<file path="config.mk">
export PLATFORM = sky130hd
export DESIGN_NAME = pidt_error_stage
export DESIGN_NICKNAME = d
export VERILOG_FILES = /design/src/rtl/core/pidt_pkg.sv /design/src/rtl/core/pidt_error_stage.sv
export SDC_FILE = /design/constraint.sdc
export NUM_CORES = 1
export LEC_CHECK = 0
export BUFFER_PORTS_ARGS = -buffer_cell sky130_fd_sc_hd__buf_2
export CAP_MARGIN = 20
export CORE_MARGIN = 1.5
export CORE_UTILIZATION = 57
export DETAILED_ROUTE_END_ITERATION = 6
export GPL_TIMING_DRIVEN = 0
export PLACE_DENSITY = 0.84
export SYNTH_ARGS = -nofsm -noshare
export SYNTH_HDL_FRONTEND = slang
export SYNTH_SLANG_ARGS = --single-unit
</file>
<file path="constraint.sdc">
create_clock -name clk -period 7.5 [get_ports clk]
set_input_delay 0.375 -clock clk [delete_from_list [all_inputs] [get_ports clk]]
set_output_delay 0.375 -clock clk [all_outputs]
set_load 0.02 [all_outputs]
</file>
<file path="src/rtl/core/pidt_pkg.sv">
// pidt_pkg: shared widths, register codes and reset values for the turn controller
// no dependencies; imported by pidt_error_stage and pid_turn_controller
`default_nettype none

package pidt_pkg;

  localparam int GAIN_WIDTH     = 20;
  localparam int LIMIT_WIDTH    = 8;
  localparam int BAND_WIDTH     = 16;
  localparam int VELOCITY_WIDTH = 9;

  // the integral product is capped at 2^TERM_SAT_BIT in magnitude before the sum
  localparam int TERM_SAT_BIT = 60;
  localparam int TERM_WIDTH   = 62;
  localparam int SUM_WIDTH    = 64;

  localparam int DEF_POSITION_WIDTH = 24;
  localparam int DEF_GAIN_FRAC_BITS = 16;
  localparam int DEF_INTEGRAL_WIDTH = 32;

  localparam int CFG_INDEX_WIDTH = 3;

  typedef enum logic [CFG_INDEX_WIDTH-1:0] {
    REG_GOAL        = 3'd0,
    REG_GAIN_P      = 3'd1,
    REG_GAIN_I      = 3'd2,
    REG_GAIN_D      = 3'd3,
    REG_VEL_LIMIT   = 3'd4,
    REG_INT_BELOW   = 3'd5,
    REG_SETTLE_BAND = 3'd6
  } cfg_reg_t;

  localparam int                    RST_GOAL        = 0;
  localparam logic [GAIN_WIDTH-1:0] RST_GAIN_P      = 20'd51118;
  localparam logic [GAIN_WIDTH-1:0] RST_GAIN_I      = 20'd131;
  localparam logic [GAIN_WIDTH-1:0] RST_GAIN_D      = 20'd66;
  localparam logic [LIMIT_WIDTH-1:0] RST_VEL_LIMIT  = 8'd70;
  localparam int                    RST_INT_BELOW   = 100;
  localparam logic [BAND_WIDTH-1:0] RST_SETTLE_BAND = 16'd4;

endpackage

`default_nettype wire

</file>
<file path="src/rtl/core/pidt_error_stage.sv">
// pidt_error_stage: error, derivative and saturating conditional integral
// holds the integral and previous error state; uses pidt_pkg
`default_nettype none

module pidt_error_stage #(
  parameter int POSITION_WIDTH = pidt_pkg::DEF_POSITION_WIDTH,
  parameter int INTEGRAL_WIDTH = pidt_pkg::DEF_INTEGRAL_WIDTH
) (
  input  logic                             clk,
  input  logic                             rst,
  input  logic signed [POSITION_WIDTH-1:0] goal_position,
  input  logic signed [POSITION_WIDTH-1:0] integrate_below,
  input  logic signed [POSITION_WIDTH-1:0] position,
  input  logic                             restart,
  input  logic                             advance,
  output logic signed [POSITION_WIDTH:0]   error,
  output logic signed [POSITION_WIDTH+1:0] derivative,
  output logic signed [INTEGRAL_WIDTH-1:0] integral
);

  import pidt_pkg::*;

  localparam int ERR_WIDTH = POSITION_WIDTH + 1;
  localparam int ACC_WIDTH = ((INTEGRAL_WIDTH > ERR_WIDTH) ? INTEGRAL_WIDTH : ERR_WIDTH) + 1;

  logic signed [INTEGRAL_WIDTH-1:0] error_sum;
  logic signed [ERR_WIDTH-1:0]      last_error;

  logic signed [INTEGRAL_WIDTH-1:0] sum_base;
  logic signed [ERR_WIDTH-1:0]      last_base;
  logic signed [ACC_WIDTH-1:0]      acc;
  logic signed [INTEGRAL_WIDTH-1:0] acc_sat;
  logic                             acc_fits;
  logic                             below;

  always_comb begin
    sum_base  = restart ? '0 : error_sum;
    last_base = restart ? ERR_WIDTH'(goal_position) : last_error;
    error     = ERR_WIDTH'(goal_position) - ERR_WIDTH'(position);
    below     = error < ERR_WIDTH'(integrate_below);
    acc       = ACC_WIDTH'(sum_base) + ACC_WIDTH'(error);
    acc_fits  = (&acc[ACC_WIDTH-1:INTEGRAL_WIDTH-1]) || !(|acc[ACC_WIDTH-1:INTEGRAL_WIDTH-1]);
    if (acc_fits) begin
      acc_sat = acc[INTEGRAL_WIDTH-1:0];
    end else if (acc[ACC_WIDTH-1]) begin
      acc_sat = {1'b1, {(INTEGRAL_WIDTH-1){1'b0}}};
    end else begin
      acc_sat = {1'b0, {(INTEGRAL_WIDTH-1){1'b1}}};
    end
    integral   = below ? acc_sat : sum_base;
    derivative = (POSITION_WIDTH+2)'(error) - (POSITION_WIDTH+2)'(last_base);
  end

  always_ff @(posedge clk) begin
    if (rst) begin
      error_sum  <= '0;
      last_error <= '0;
    end else if (advance) begin
      error_sum  <= integral;
      last_error <= error;
    end
  end

endmodule

`default_nettype wire

</file>
==> results of run 1 <==
==> cells by family (layout without fill, tap and decap cells) <==
group	after synthesis	after routing
XOR/XNOR	66	66
multiplexers	52	52
adder cells (fa/ha/maj)	114	114
AO/OA/AOI/OAI	302	302
flip-flops	57	57
buffers and inverters	119	292
AND/OR/NAND/NOR	278	278
==> power by group through the flow <==
| stage | Sequential (mW) | Combinational [mW] | Clock (mW) |
|---|---|---|---|
| floorplan | 0.363 | 1.13 | 0 |
| detailed placement | 0.370 | 1.54 | 0 |
| CTS | 0.363 | 1.56 | 0.511 |
| global placement | 0.367 | 1.51 | 0 |
| finish | 0.365 | 1.58 | 0.513 |
| global route | 0.369 | 1.70 | 0.525 |
==> layout by cell type (no fill, tap or decap), drive strengths merged, types with 4 or more instances in the layout <==
| cell type | instances |
|---|---|
| a311oi | 6 |
| ha | 103 |
| o2111ai | 5 |
| nand3 | 21 |
| o21bai | 11 |
| nand2b | 15 |
| nor2b | 44 |
| a21oi | 74 |
| mux2i | 42 |
| mux2 | 10 |
| and3 | 5 |
| a31oi | 9 |
| o21a | 20 |
| xor2 | 18 |
| bufinv | 4 |
| a21boi | 10 |
| nor3 | 22 |
| nor2 | 94 |
| clkbuf | 30 |
| xnor2 | 47 |
| nor3b | 4 |
| or4 | 4 |
| a21o | 29 |
| dfxtp | 57 |
| a211oi | 10 |
| buf | 173 |
| o21ai | 63 |
| and2 | 7 |
| o211ai | 6 |
| maj3 | 8 |
| a221oi | 4 |
| o2bb2ai | 5 |
| a41o | 4 |
| a22o | 20 |
| inv | 83 |
| nand2 | 53 |
==> Yosys cell counts, types with 5 or more instances <==
cell and n:
nor2_1 93, and3_1 5, ha_1 103, a21oi_1 74, buf_2 7, o21a_1 19
dfxtp_1 57, nand2b_1 15, inv_1 83, nor2b_1 44, clkbuf_1 20, o21ai_0 55
buf_1 7, maj3_1 7, a211oi_1 10, and2_1 7, o2bb2ai_1 5, nand2_1 53
a21o_1 29, o21bai_1 11, xor2_1 18, a21boi_0 6, nand3_1 19, nor3_1 21
o211ai_1 6, xnor2_1 47, mux2i_1 42, o21ai_1 7, mux2_2 9, a31oi_1 9
a22o_1 20, o2111ai_1 5
==> layer usage <==
layer | wire (um) | vias to the layer above
met5 | 0 | -
met4 | 810 | 0
met3 | 1930 | 78
met2 | 10400 | 393
met1 | 9830 | 3699
li1 | - | 3909
==> worst max path at each step <==
stage | start | endpoint | slack, ns | cells past startpoint
finish | goal_position[0] | integral[12] | 0.38 | 28
global route | goal_position[0] | integral[12] | 0.03 | 28
CTS | goal_position[0] | integral[9] | 0.001 | 29
detailed placement | goal_position[0] | integral[15] | 0.23 | 29
global placement | goal_position[0] | integral[10] | 0.36 | 29
floorplan | goal_position[0] | integral[11] | 1.39 | 26
==> worst max-delay path, delay by kind of cell <==
kind / cells / cell delay (ns)
buffers and inverters: 5 / 0.65
AND/OR/NAND/NOR: 4 / 0.64
XOR/XNOR: 1 / 0.33
AO/OA/AOI/OAI: 13 / 3.05
multiplexers: 1 / 0.31
adder cells (fa/ha/maj): 4 / 1.37
==> area by class of cell <==
type | instances | area (um^2) | area share, %
Buffer | 36 | 156 | 1.74
Clock buffer | 10 | 229 | 2.54
Clock inverter | 6 | 130 | 1.45
Inverter | 83 | 312 | 3.46
Multi-Input combinational cell | 812 | 6030 | 67.0
Sequential cell | 57 | 1140 | 12.7
Tap cell | 176 | 220 | 2.45
Timing Repair Buffer | 157 | 786 | 8.73
==> registers in the layout, summed over array words and instances (netlist names) <==
| name | flops |
|---|---|
| error_sum | 32 |
| last_error | 25 |
==> metrics.txt, run 1 <==
Die Wd=119 um; top cell type's share of synthesized area=16.9%; hold wc startpoint=rst; GR peak layer=met2; drt via density=6.04; multiplexer share of the synthesized area=7.04%; drt wl/cell=17.2 um; Setup violations, final=0; worst r2r path cells=15; Netlist cell types=79; fillers=1122; Final Instance Count excl. Fillers=1337; grt met3 use=5.07%; final RePlAce weighted congestion=0.963; Max Cap Viol=0; clock tree sinks=57; # diodes=0; Period Utilization, post-route=95.0%; utilization after layout=68.5%; worst hold path endpoint=last_error[23]; drt pass-1 iters=7; layout cells sized above 1=18.3%; Hold Path Cell Cnt=3; CTS max path bufs=2; Initial Util=58.1%; Internal=1.30 mW; fraction of registers with async set/reset=0%; Pwr Density=273 mW/mm^2; CTS Buf Count=9; GRT met2 Usage=52.2%; Critical-path top delay cell=fa_1; syn nets=1170; Final Cell Area=0.00900 mm^2; Sum Neg Setup Slack=0 ns; synthesized area=0.00763 mm^2; top cells by area, synth=ha_1 17%, dfxtp_1 15%, mux2i_1 5.5%; IO Pins=159; post-CTS setup buffer count=0; global-route wire length before repair=36200 um; Layout Nets=1338; sequential share of power=14.8%; combinational share of power=64.3%; switching share of total power=47.1%; placed cell count=1321; dominant synthesized flop cell=dfxtp_1; Worst Tran Pin Value=0.972 ns; Power Total=2.46 mW; Die Height=119 um; met1 usage=41.3%; grt total ovfl=0; Pins Over Slew Limit=0; clock skew=0.00266 ns; CTS tree=built; status=completed; Leakage=4.53 nW; Synth Area in Compound Gates=27.5%; # DRC=0; Relative slew margins=34.3%; hold buffer count at cts=0; area post-placement=0.00863 mm^2; synth warn=0; Synth Area in XOR/XNOR=7.76%; Net Sw Power=1.16 mW; Cell Rows=42; Critical Path End Type=output pin; Synth Area in Adders=18.7%; Mapped Avg Cell Area=7.72 um^2; hold_ws=0.439 ns; Fmax achieved=140 MHz; largest family of logic cells by synthesized area=compound AO/OA/AOI/OAI gates; final WL=23000 um; Worst path max stage delay=0.42 ns; # H-tree levels=3; Clock Latency Late Sink=0.34 ns; area grow syn2layout=18.0%; vias in the first global route=7463; full die area=0.0141 mm^2; Setup WS pre-CTS=0.234 ns; CP startpoint kind=input pin; port bufs=157; Initial DRC Count=647; Final Hold Fails=0; vias=8079; area leader, netlist=ha_1; largest net degree at the start of global routing=12; Gate Count Post-Synth=988; EDFF count, synth=0; reg2reg setup slack=3.09 ns; Post-DP HPWL=17500 um; critical path required time=7.12 ns; Max VDD drop=172 uV; Worst Path Arrival=6.75 ns; gr usage total=31.7%; RSZ-0062 raised after global routing=false; Clk Tree Root Cell=clkbuf_16; number of routed nets with antenna violations=0; Post-Synth Simple-Gate Area=17.8%; Core Area=0.0131 mm^2; Worst-path clk slew=0.05 ns; worst-path fanout max=10; Yosys reg bits=57; worst r2r src=error_sum[0]; Min Clock Period, post-route=7.12 ns; initial antenna violation count=0; Seq/Total Area, Yosys=15.0%; Worst Hold Class=input pin to register; fin worst setup slack=0.378 ns; reg2reg end=error_sum[25]; Clock Power Share=20.9%; WS Path Type=input pin to output pin; PostCTS Resize Cnt=0
Power figures use the tool's default switching activity.
==> inputs of run 2 (changes only) <==
CORE_UTILIZATION = 35   (was 57)
PLACE_DENSITY = 0.56   (was 0.84)
RECOVER_POWER = 25   (was default)
==> run 2 against run 1 <==
  * Routed wire length increased by 6.0%
  * Largest cell class unchanged
  * Register-to-register slack improved by 0.03 ns
  * Fmax increased by 3.1%
  * Via count decreased by 5.6%
==> metrics.txt, run 2 (same netlist as run 1, synthesis figures left out) <==
IO Pins=159; Initial DRC Count=404; hold buffer count at cts=0; fillers=2268; initial antenna violation count=0; Die Wd=151 um; Post-DP HPWL=19600 um; port bufs=157; worst-path fanout max=10; # diodes=0; Max Cap Viol=0; Worst Hold Class=input pin to register; reg2reg end=error_sum[25]; PostCTS Resize Cnt=0; Power Total=2.44 mW; Clk Tree Root Cell=clkbuf_16; Worst Path Arrival=6.53 ns; final WL=24400 um; Min Clock Period, post-route=6.91 ns; most frequent cells in the layout=148 x buf_2, 103 x ha_1, 93 x nor2_1; Pwr Density=269 mW/mm^2; post-CTS setup buffer count=0; drt wl/cell=17.0 um; final RePlAce weighted congestion=0.877; gr usage total=21.7%; critical path required time=7.12 ns; Period Utilization, post-route=92.1%; vias=7623; Setup violations, final=0; Initial Util=35.9%; Fmax achieved=145 MHz; Layout Nets=1338; commonest non-fill, non-tap cell in the layout=buf_2; number of routed nets with antenna violations=0; Worst-path clk slew=0.05 ns; Sum Neg Setup Slack=0 ns; drt via density=5.31; Core Area=0.0212 mm^2; Hold Path Cell Cnt=3; global-route wire length before repair=38000 um; area grow syn2layout=19.3%; CP startpoint kind=input pin; max FFs per register=32; # H-tree levels=3; # DRC=0; clock skew=0.00328 ns; Final Hold Fails=0; worst hold path endpoint=last_error[23]; layout cells sized above 1=16.8%; Die Height=151 um; drt pass-1 iters=4; Clock Latency Late Sink=0.34 ns; Critical Path End Type=output pin; full die area=0.0227 mm^2; CTS max path bufs=2; Relative slew margins=34.5%; grt total ovfl=0; worst r2r src=error_sum[0]; Pins Over Slew Limit=0; reg2reg setup slack=3.12 ns; CTS tree=built; status=completed; vias in the first global route=7150; Worst Tran Pin Value=0.979 ns; Max VDD drop=121 uV; WS Path Type=input pin to output pin; hold wc startpoint=rst; largest net degree at the start of global routing=12; CTS Buf Count=9; RSZ-0062 raised after global routing=false; Cell Rows=53; clock tree sinks=57; biggest regs=error_sum (32), last_error (25); worst r2r path cells=15; Largest Register=error_sum; utilization after layout=42.9%; Leakage=4.49 nW
run 2: per-stage QoR:
step           instance area, um^2  setup WS, ns  instances  hold slack (ns)
2_1_floorplan                 7630          1.39        988            0.435
3_3_place_gp                  8760        0.0869       1420            0.448
3_5_place_dp                  8770         0.103       1421            0.453
4_1_cts                       9120        0.0330       1437            0.421
5_1_grt                       9100        0.0857       1436            0.448
6_report                      9100         0.594       1436            0.428
run 2: area by class of cell:
class	instances	area, um^2	area share, %
repair buffers	158	771	8.47
inverters	83	312	3.42
plain buffers	35	151	1.66
clock inverters	4	98.8	1.09
flip-flops and latches	57	1140	12.5
clock buffers	12	256	2.82
multi-input cells	812	6030	66.2
well taps	275	344	3.78
run 2: worst max path at each step:
stage / end / cells after the start / startpoint
2_1_floorplan: integral[11] / 26 / goal_position[0]
3_5_place_dp: integral[10] / 29 / goal_position[0]
6_report: integral[12] / 28 / goal_position[0]
5_1_grt: integral[30] / 29 / goal_position[0]
3_3_place_gp: integral[10] / 29 / goal_position[0]
4_1_cts: integral[26] / 29 / goal_position[0]
run 2: worst max-delay path: stages:
cell and delay, ns:
buf_2 0.11, inv_1 0.05, ha_1 0.16, inv_1 0.06
fa_1 0.44, a211oi_1 0.24, nor2_1 0.12, a41oi_1 0.35
a21oi_2 0.21, a21boi_2 0.25, o21bai_1 0.09, a21oi_1 0.22
o21bai_1 0.10, a21oi_1 0.23, xnor2_1 0.32, ha_1 0.37
and3_1 0.19, and4_1 0.23, a221oi_1 0.24, o21ai_0 0.16
a21oi_1 0.18, nor2b_1 0.07, a311oi_2 0.38, o21ai_2 0.23
buf_2 0.27, maj3_1 0.40, mux2_2 0.31, buf_2 0.17
run 2: metal layers:
metal	part of all wire, %	vias to the layer above	GRT usage [%]
met5	0	-	0
met4	1.7	0	6.21
met3	5.5	27	2.55
met2	44	204	34.7
met1	49	3478	30.6
li1	-	3914	-
run 2: power breakdown:
group,switching [mW],internal [mW]
clock network,0.161,0.343
registers,0.0216,0.342
logic,0.981,0.595
total,1.16,1.28
